### src/rtl/core/cfe_pkg.sv
package cfe_pkg;

  localparam int unsigned MaxLen     = 254;
  localparam int unsigned StoreDepth = 254;
  localparam int unsigned AddrW      = $clog2(StoreDepth);
  localparam int unsigned PackBytes  = 8;
  localparam int unsigned CountW     = $clog2(PackBytes + 1);

  localparam logic [7:0] BlockStart = 8'h01;
  localparam logic [7:0] Delimiter  = 8'h00;

  typedef enum logic [1:0] {
    SRC_CODE,
    SRC_RAM,
    SRC_ONE,
    SRC_DELIM
  } byte_src_e;

  typedef struct packed {
    logic      take;
    logic      emit;
    byte_src_e src;
    logic      rd_first;
    logic      rd_next;
    logic      close;
  } ctrl_cmd_t;

  typedef struct packed {
    logic start_flush;
    logic go_done;
    logic last;
    logic zero_flush;
    logic len_zero;
    logic at_end;
    logic emit_ok;
    logic push_ok;
    logic pend;
  } dp_stat_t;

endpackage

### src/rtl/core/cfe_ram.sv
module cfe_ram #(
  parameter int unsigned Width = 8,
  parameter int unsigned Depth = 254
) (
  input  logic                     clk_i,
  input  logic                     we_i,
  input  logic [$clog2(Depth)-1:0] waddr_i,
  input  logic [Width-1:0]         wdata_i,
  input  logic                     re_i,
  input  logic [$clog2(Depth)-1:0] raddr_i,
  output logic [Width-1:0]         rdata_o
);

  logic [Width-1:0] mem_q [Depth];
  logic [Width-1:0] rdata_q;

  always_ff @(posedge clk_i) begin
    if (we_i) begin
      mem_q[waddr_i] <= wdata_i;
    end
    if (re_i) begin
      rdata_q <= mem_q[raddr_i];
    end
  end

  assign rdata_o = rdata_q;

endmodule

### src/rtl/core/cfe_ctrl.sv
module cfe_ctrl import cfe_pkg::*; (
  input  logic      clk_i,
  input  logic      rst_ni,
  input  logic      in_valid_i,
  output logic      in_ready_o,
  input  dp_stat_t  stat_i,
  output ctrl_cmd_t cmd_o
);

  localparam logic [2:0] S_IDLE  = 3'd0;
  localparam logic [2:0] S_CODE  = 3'd1;
  localparam logic [2:0] S_DATA  = 3'd2;
  localparam logic [2:0] S_ONE   = 3'd3;
  localparam logic [2:0] S_DELIM = 3'd4;
  localparam logic [2:0] S_DONE  = 3'd5;

  logic [2:0] state_q, state_d;
  logic [2:0] after_run;

  always_comb begin
    if (stat_i.zero_flush && stat_i.last) begin
      after_run = S_ONE;
    end else if (stat_i.last) begin
      after_run = S_DELIM;
    end else begin
      after_run = S_DONE;
    end
  end

  always_comb begin
    state_d  = state_q;
    cmd_o    = '0;
    cmd_o.src = SRC_CODE;
    case (state_q)
      S_IDLE: begin
        if (in_valid_i) begin
          cmd_o.take = 1'b1;
          if (stat_i.start_flush) begin
            state_d = S_CODE;
          end else if (stat_i.go_done) begin
            state_d = S_DONE;
          end
        end
      end
      S_CODE: begin
        cmd_o.src = SRC_CODE;
        if (stat_i.emit_ok) begin
          cmd_o.emit = 1'b1;
          if (stat_i.len_zero) begin
            state_d = after_run;
          end else begin
            cmd_o.rd_first = 1'b1;
            state_d = S_DATA;
          end
        end
      end
      S_DATA: begin
        cmd_o.src = SRC_RAM;
        if (stat_i.emit_ok) begin
          cmd_o.emit = 1'b1;
          if (stat_i.at_end) begin
            state_d = after_run;
          end else begin
            cmd_o.rd_next = 1'b1;
          end
        end
      end
      S_ONE: begin
        cmd_o.src = SRC_ONE;
        if (stat_i.emit_ok) begin
          cmd_o.emit = 1'b1;
          state_d = S_DELIM;
        end
      end
      S_DELIM: begin
        cmd_o.src = SRC_DELIM;
        if (stat_i.emit_ok) begin
          cmd_o.emit = 1'b1;
          state_d = S_DONE;
        end
      end
      S_DONE: begin
        if (!stat_i.pend) begin
          state_d = S_IDLE;
        end else if (stat_i.push_ok) begin
          cmd_o.close = 1'b1;
          state_d = S_IDLE;
        end
      end
      default: begin
        state_d = S_IDLE;
      end
    endcase
  end

  always_ff @(posedge clk_i or negedge rst_ni) begin
    if (!rst_ni) begin
      state_q <= S_IDLE;
    end else begin
      state_q <= state_d;
    end
  end

  assign in_ready_o = (state_q == S_IDLE);

endmodule

### src/rtl/core/cfe_datapath.sv
module cfe_datapath import cfe_pkg::*; (
  input  logic                  clk_i,
  input  logic                  rst_ni,
  input  logic [7:0]            data_byte_i,
  input  logic                  last_byte_i,
  input  ctrl_cmd_t             cmd_i,
  output dp_stat_t              stat_o,
  output logic                  out_valid_o,
  input  logic                  out_ready_i,
  output logic [8*PackBytes-1:0] out_bytes_o,
  output logic [CountW-1:0]     byte_count_o,
  output logic                  end_of_message_o,
  output logic                  overflow_o
);

  logic [7:0]             msg_len_q, msg_len_d;
  logic [AddrW-1:0]       run_len_q, run_len_d;
  logic [AddrW-1:0]       flush_len_q, flush_len_d;
  logic [AddrW-1:0]       idx_q, idx_d;
  logic                   last_q, zero_q, over_q;
  logic [8*PackBytes-1:0] pack_q, pack_d;
  logic [CountW-1:0]      cnt_q, cnt_d;
  logic                   out_valid_q, out_valid_d;
  logic [8*PackBytes-1:0] out_bytes_q, out_bytes_d;
  logic [CountW-1:0]      out_count_q, out_count_d;
  logic                   out_eom_q, out_eom_d;
  logic                   out_ovf_q, out_ovf_d;

  logic             over_now, zero_now, store_now;
  logic             pack_full, can_push;
  logic [7:0]       emit_byte;
  logic             ram_re;
  logic [AddrW-1:0] ram_raddr;
  logic [7:0]       ram_rdata;

  assign over_now  = (msg_len_q >= 8'(MaxLen));
  assign zero_now  = !over_now && (data_byte_i == 8'h00);
  assign store_now = !over_now && (data_byte_i != 8'h00);
  assign pack_full = (cnt_q == CountW'(PackBytes));
  assign can_push  = !out_valid_q || out_ready_i;

  always_comb begin
    case (cmd_i.src)
      SRC_CODE:  emit_byte = 8'(flush_len_q) + BlockStart;
      SRC_RAM:   emit_byte = ram_rdata;
      SRC_ONE:   emit_byte = BlockStart;
      SRC_DELIM: emit_byte = Delimiter;
      default:   emit_byte = Delimiter;
    endcase
  end

  assign ram_re    = cmd_i.rd_first || cmd_i.rd_next;
  assign ram_raddr = cmd_i.rd_first ? '0 : AddrW'(idx_q + AddrW'(1));

  cfe_ram #(
    .Width (8),
    .Depth (StoreDepth)
  ) u_run_store (
    .clk_i   (clk_i),
    .we_i    (cmd_i.take && store_now),
    .waddr_i (run_len_q),
    .wdata_i (data_byte_i),
    .re_i    (ram_re),
    .raddr_i (ram_raddr),
    .rdata_o (ram_rdata)
  );

  always_comb begin
    msg_len_d   = msg_len_q;
    run_len_d   = run_len_q;
    flush_len_d = flush_len_q;
    idx_d       = idx_q;
    pack_d      = pack_q;
    cnt_d       = cnt_q;
    out_valid_d = out_valid_q && !out_ready_i;
    out_bytes_d = out_bytes_q;
    out_count_d = out_count_q;
    out_eom_d   = out_eom_q;
    out_ovf_d   = out_ovf_q;

    if (cmd_i.take) begin
      flush_len_d = run_len_q + AddrW'(store_now);
      if (zero_now || last_byte_i) begin
        run_len_d = '0;
      end else begin
        run_len_d = run_len_q + AddrW'(store_now);
      end
      if (last_byte_i) begin
        msg_len_d = '0;
      end else if (!over_now) begin
        msg_len_d = msg_len_q + 8'd1;
      end
      pack_d = '0;
      cnt_d  = '0;
    end

    if (cmd_i.rd_first) begin
      idx_d = '0;
    end else if (cmd_i.rd_next) begin
      idx_d = idx_q + AddrW'(1);
    end

    if (cmd_i.emit) begin
      if (pack_full) begin
        out_valid_d = 1'b1;
        out_bytes_d = pack_q;
        out_count_d = cnt_q;
        out_eom_d   = 1'b0;
        out_ovf_d   = over_q;
        pack_d      = {{(8*PackBytes-8){1'b0}}, emit_byte};
        cnt_d       = CountW'(1);
      end else begin
        pack_d[{cnt_q[CountW-2:0], 3'b000} +: 8] = emit_byte;
        cnt_d = cnt_q + CountW'(1);
      end
    end

    if (cmd_i.close) begin
      out_valid_d = 1'b1;
      out_bytes_d = pack_q;
      out_count_d = cnt_q;
      out_eom_d   = last_q;
      out_ovf_d   = over_q;
    end
  end

  always_ff @(posedge clk_i or negedge rst_ni) begin
    if (!rst_ni) begin
      msg_len_q   <= '0;
      run_len_q   <= '0;
      cnt_q       <= '0;
      out_valid_q <= 1'b0;
    end else begin
      msg_len_q   <= msg_len_d;
      run_len_q   <= run_len_d;
      cnt_q       <= cnt_d;
      out_valid_q <= out_valid_d;
    end
  end

  always_ff @(posedge clk_i) begin
    flush_len_q <= flush_len_d;
    idx_q       <= idx_d;
    pack_q      <= pack_d;
    out_bytes_q <= out_bytes_d;
    out_count_q <= out_count_d;
    out_eom_q   <= out_eom_d;
    out_ovf_q   <= out_ovf_d;
    if (cmd_i.take) begin
      last_q <= last_byte_i;
      zero_q <= zero_now;
      over_q <= over_now;
    end
  end

  always_comb begin
    stat_o             = '0;
    stat_o.start_flush = zero_now || last_byte_i;
    stat_o.go_done     = over_now;
    stat_o.last        = last_q;
    stat_o.zero_flush  = zero_q;
    stat_o.len_zero    = (flush_len_q == '0);
    stat_o.at_end      = (idx_q == AddrW'(flush_len_q - AddrW'(1)));
    stat_o.emit_ok     = !pack_full || can_push;
    stat_o.push_ok     = can_push;
    stat_o.pend        = (cnt_q != '0) || over_q;
  end

  assign out_valid_o      = out_valid_q;
  assign out_bytes_o      = out_bytes_q;
  assign byte_count_o     = out_count_q;
  assign end_of_message_o = out_eom_q;
  assign overflow_o       = out_ovf_q;

endmodule

### src/rtl/core/cobs_frame_encoder_core.sv
// COBS encoder for a byte stream. The input channel takes one message byte per
// transfer on data_byte_i, with last_byte_i set on the final byte of a message.
// The output channel delivers encoded bytes packed up to eight per transfer,
// first byte in bits 7:0, with byte_count_o giving how many are valid.
// A non-zero byte that does not end the message is stored and gives no output;
// such bytes are taken one per cycle. A zero byte or the end of a message
// flushes the run: the block stops taking input while it emits the code byte,
// the stored bytes and, at message end, the closing zero, one byte per cycle
// while the output does not stall, as the stored bytes are read back from
// the run memory, and then hands over the last partial word. A final zero
// byte also closes an empty block. The final transfer of a message carries
// end_of_message_o. Bytes beyond 254 in one message are dropped and reported
// with overflow_o. Reset empties the run and the message count; the run memory
// needs no clearing. When the receiver stalls, one finished transfer waits in
// the output register while encoding goes on into the packing register; the
// flush holds when both are full, or when the last partial word is ready
// while the output register is occupied.
module cobs_frame_encoder_core import cfe_pkg::*; (
  input  logic                   clk_i,
  input  logic                   rst_ni,
  input  logic                   in_valid_i,
  output logic                   in_ready_o,
  input  logic [7:0]             data_byte_i,
  input  logic                   last_byte_i,
  output logic                   out_valid_o,
  input  logic                   out_ready_i,
  output logic [8*PackBytes-1:0] out_bytes_o,
  output logic [CountW-1:0]      byte_count_o,
  output logic                   end_of_message_o,
  output logic                   overflow_o
);

  ctrl_cmd_t cmd;
  dp_stat_t  stat;

  cfe_ctrl u_ctrl (
    .clk_i      (clk_i),
    .rst_ni     (rst_ni),
    .in_valid_i (in_valid_i),
    .in_ready_o (in_ready_o),
    .stat_i     (stat),
    .cmd_o      (cmd)
  );

  cfe_datapath u_datapath (
    .clk_i            (clk_i),
    .rst_ni           (rst_ni),
    .data_byte_i      (data_byte_i),
    .last_byte_i      (last_byte_i),
    .cmd_i            (cmd),
    .stat_o           (stat),
    .out_valid_o      (out_valid_o),
    .out_ready_i      (out_ready_i),
    .out_bytes_o      (out_bytes_o),
    .byte_count_o     (byte_count_o),
    .end_of_message_o (end_of_message_o),
    .overflow_o       (overflow_o)
  );

endmodule

### config.mk
export PLATFORM = sky130hd
export DESIGN_NAME = cobs_frame_encoder_core
export DESIGN_NICKNAME = d
export VERILOG_FILES = /design/src/rtl/core/cfe_pkg.sv /design/src/rtl/core/cfe_ram.sv /design/src/rtl/core/cfe_ctrl.sv /design/src/rtl/core/cfe_datapath.sv /design/src/rtl/core/cobs_frame_encoder_core.sv
export SDC_FILE = /design/constraint.sdc
export NUM_CORES = 2
export LEC_CHECK = 0
export ABC_AREA = 1
export CELL_PAD_IN_SITES_DETAIL_PLACEMENT = 0
export CELL_PAD_IN_SITES_GLOBAL_PLACEMENT = 2
export CORE_ASPECT_RATIO = 1.5
export CORE_MARGIN = 1.5
export CORE_UTILIZATION = 35
export CTS_CLUSTER_DIAMETER = 40
export DETAILED_ROUTE_END_ITERATION = 7
export DONT_BUFFER_PORTS = 1
export PLACE_DENSITY = 0.77
export SLEW_MARGIN = 20
export SYNTH_ARGS = -nofsm -noshare
export SYNTH_HDL_FRONTEND = slang
export SYNTH_HIERARCHICAL = 1
export SYNTH_SLANG_ARGS = --single-unit
### constraint.sdc
create_clock -name clk_i -period 8.51 [get_ports clk_i]
set_clock_uncertainty 0.2 [all_clocks]
set_input_delay 2.553 -clock clk_i [delete_from_list [all_inputs] [get_ports clk_i]]
set_output_delay 2.553 -clock clk_i [all_outputs]
set_load 0.01 [all_outputs]
==> impl_metrics.py <==
metrics = {
    "routing": {
        "route.detailed.drc": 0,
        "first_pass_iters": 6,
        "wl_um": 267000,
        "routed_via_density": 5.23,
        "detail_route.iter0.violations": 5579,
        "wire_per_inst_um": 23.5,
        "ant_nets": 0,
        "vias": 59226,
    },
    "sta": {
        "fin_tns_setup_ns": 0,
        "min_period_ns": 6.42,
        "worst_pin_slew_ns": 1.64,
        "post-route-period-util": 0.755,
        "rsz0062_at_grt": "false",
        "hold_violations": 0,
        "fmax_mhz": 156,
        "slew_violations": 120,
        "relSlewSlack": -0.0949,
        "finalSetupViolCount": 0,
        "fin_ws_ns": 2.09,
    },
    "die": {
        "dieArea_um2": 264000,
        "start_util": 0.352,
        "ios": 85,
        "die_w_um": 420,
        "placementRows": 229,
        "core_um2": 260000,
        "die_h_um": 629,
    },
    "placement": {
        "place_ws_ns": 1.29,
        "place_hpwl_um": 146000,
        "gp_congestion": 0.837,
        "portBuffers": 0,
        "place_area_um2": 93700,
        "dp_cells": 10941,
    },
    "clock_network": {
        "cts_sinks": 2217,
        "cts.clk_slew.worst_paths_ns": 0.07,
        "clockBufferDepth": 4,
        "ctsHtreeMaxLevel": 4,
        "clock_latency_ns": 0.87,
        "root_buffer": "clkbuf_16",
        "holdBufCountCts": 0,
        "tritoncts": "yes",
        "cts-resized-gates": 0,
        "cts_setup_buffers": 0,
        "cts_inserted_buffers": 214,
    },
    "yosys": {
        "synth_top_area_frac": 0.697,
        "synth_nets": 7932,
        "synthCells": 7909,
        "ys_top_cells_by_area": "edfxtp_1, nand3_1, nand2_1, dfxtp_1, nor2_1",
        "syn_area_per_cell_um2": 11.6,
        "synth_warnings": 6,
        "yosys.area.top_type": "edfxtp_1",
        "yosys.cell_types.count": 44,
        "yosysSeqAreaShare": 0.719,
        "ys_seq_elements": 2217,
        "syn-cell-area_um2": 91400,
    },
    "critical_path": {
        "critical_path.most_common_cell": "nand2_1",
        "required_ns": 8.92,
        "rrSetupSlack_ns": 2.59,
        "critPathCaptureType": "flop",
        "path_cells": "nor2_1, nand2_1, inv_1, nor3_2, nor2_4, buf_12, inv_16, buf_12, nand2_1, nand3_1, nand2_1, nand2_1, nand3_1, nand2_1, nand3_1, nand3_1, nand2_1, nand2_1, nand2_1",
        "rr_endpoint": "u_datapath/u_run_store/rdata_o[4]",
        "path_class": "in -> reg",
        "rr_worst_depth": 22,
        "crit_arrival_ns": 6.83,
        "crit_path_top_delay_cell": "nor3_2",
        "slowest_delay_ns": 0.70,
        "critPathLaunchType": "input port",
        "critPathMaxFanout": 180,
        "r2r_start": "u_datapath/flush_len_q[0]",
    },
    "power_and_ir_drop": {
        "ir_drop_uv": 353,
        "power.total_mw": 36.2,
        "power.density_nw_per_um2": 360,
        "p_leak_nw": 34.6,
    },
    "finish": {
        "final_cell_area_um2": 100000,
        "nNetsFinal": 7716,
        "mostFrequentLayoutCell": "nand2_1",
        "final_cells": 11330,
        "syn2layout_area_growth_pct": 9.94,
        "drive_gt1_frac": 0.0595,
        "final_cell_mix": "nand2_1, edfxtp_1, nand3_1",
        "fill_cells": 24947,
    },
    "outcome": {
        "failed_checks": "max-slew violations",
        "outcome": "complete, but fails checks",
    },
    "min_path": {
        "worstHoldStart": "u_datapath/pack_q[34]",
        "min_to": "u_datapath/out_bytes_o[34]",
        "worstHoldPathCells": 0,
        "hp-class": "reg -> reg",
    },
    "global_routing": {
        "grt_pass1_wl_um": 388000,
        "antenna_found_initial": 6,
        "grt_pass1_vias": 56123,
        "grt_max_degree": 256,
        "grtUsageTotal": 0.197,
        "grt-ovfl-total": 0,
    },
    "run": {
        "cap_violations": 0,
    },
}
per-layer routing:
layer	vias to the layer above	routed length [um]	GRT usage
met5	-	0	0
met4	0	11500	0.0841
met3	433	13500	0.0196
met2	1901	136000	0.342
met1	29557	106000	0.249
li1	27335	-	-
worst max path at each step:
stage,startpoint,depth (start not counted),endpoint
finish,out_ready_i,19,u_datapath/u_run_store/rdata_o[4]
floorplan,in_valid_i,10,u_datapath/u_run_store/mem_q[160][0]
CTS,out_ready_i,19,u_datapath/u_run_store/rdata_o[4]
detailed placement,out_ready_i,19,u_datapath/u_run_store/rdata_o[4]
global placement,out_ready_i,19,u_datapath/u_run_store/rdata_o[4]
global route,out_ready_i,18,u_datapath/u_run_store/rdata_o[2]
report_power, final:
part	internal (mW)	switching [mW]
clock	5.19	4.17
sequential	12.3	0.262
combinational	3.67	10.6
total	21.2	15.0
layout make-up:
| type | count | area (um^2) | share of cell area |
|---|---|---|---|
| tap | 3465 | 4340 | 0.0431 |
| multi-input combinational | 5032 | 22200 | 0.220 |
| inverter | 153 | 608 | 0.00605 |
| sequential | 2217 | 65700 | 0.654 |
| clock buffer | 257 | 5580 | 0.0555 |
| clock inverter | 127 | 1200 | 0.0119 |
| antenna | 4 | 10.0 | 0.0000996 |
| timing repair buffer | 75 | 858 | 0.00854 |
synth_stat cells, drive strengths merged:
library cell  instances
ha                   10
o21bai                3
edfxtp             2121
o21ai                57
clkbuf               93
nand4                20
a21boi                2
or2                   3
inv                 153
nand2              2412
dfrtp                24
dfxtp                72
o22ai                10
nor3                  4
o211ai                4
buf                 414
and2                  1
nor2                381
nand3b                4
xnor2                 8
nand3              2068
a211oi                2
o31ai                 1
a21oi                35
xor2                  7
flip-flops by register name (all words and copies together) (netlist names):
name                            flops
u_datapath/run_len_q                8
u_datapath/over_q                   1
u_datapath/cnt_q                    4
u_datapath/msg_len_q                8
u_datapath/last_q                   1
u_datapath/flush_len_q              8
u_datapath/end_of_message_o         1
u_datapath/pack_q                  64
u_datapath/u_run_store/mem_q     2032
u_datapath/byte_count_o             4
u_ctrl/state_q                      3
u_datapath/u_run_store/rdata_o      8
u_datapath/overflow_o               1
u_datapath/out_bytes_o             64
u_datapath/idx_q                    8
u_datapath/out_valid_o              1
u_datapath/zero_q                   1
stage by stage:
stage / hold WS (ns) / util
after floorplan: 0.208 / -
after global placement: 0.216 / 0.361
after detailed placement: 0.218 / 0.361
after CTS: 0.235 / 0.387
after global routing: 0.243 / 0.387
final: 0.231 / 0.387
cell families (layout without fill, tap and decap cells):
group,Yosys count,in the layout,share of synthesized area
buffers and inverters,660,612,0.0393
DFF,2217,2217,0.719
other,0,4,0
xor gates and xnor gates,15,15,0.00144
AOI/OAI and AO/OA,114,114,0.00704
and+or+nand+nor,4893,4893,0.232
adders and majority gates,10,10,0.00137
critical path, delay by kind of cell:
kind / cells / cell delay [ns]
simple gates: 15 / 2.55
buf+inv: 4 / 1.49
No activity file was read; power rests on OpenSTA's default activity.
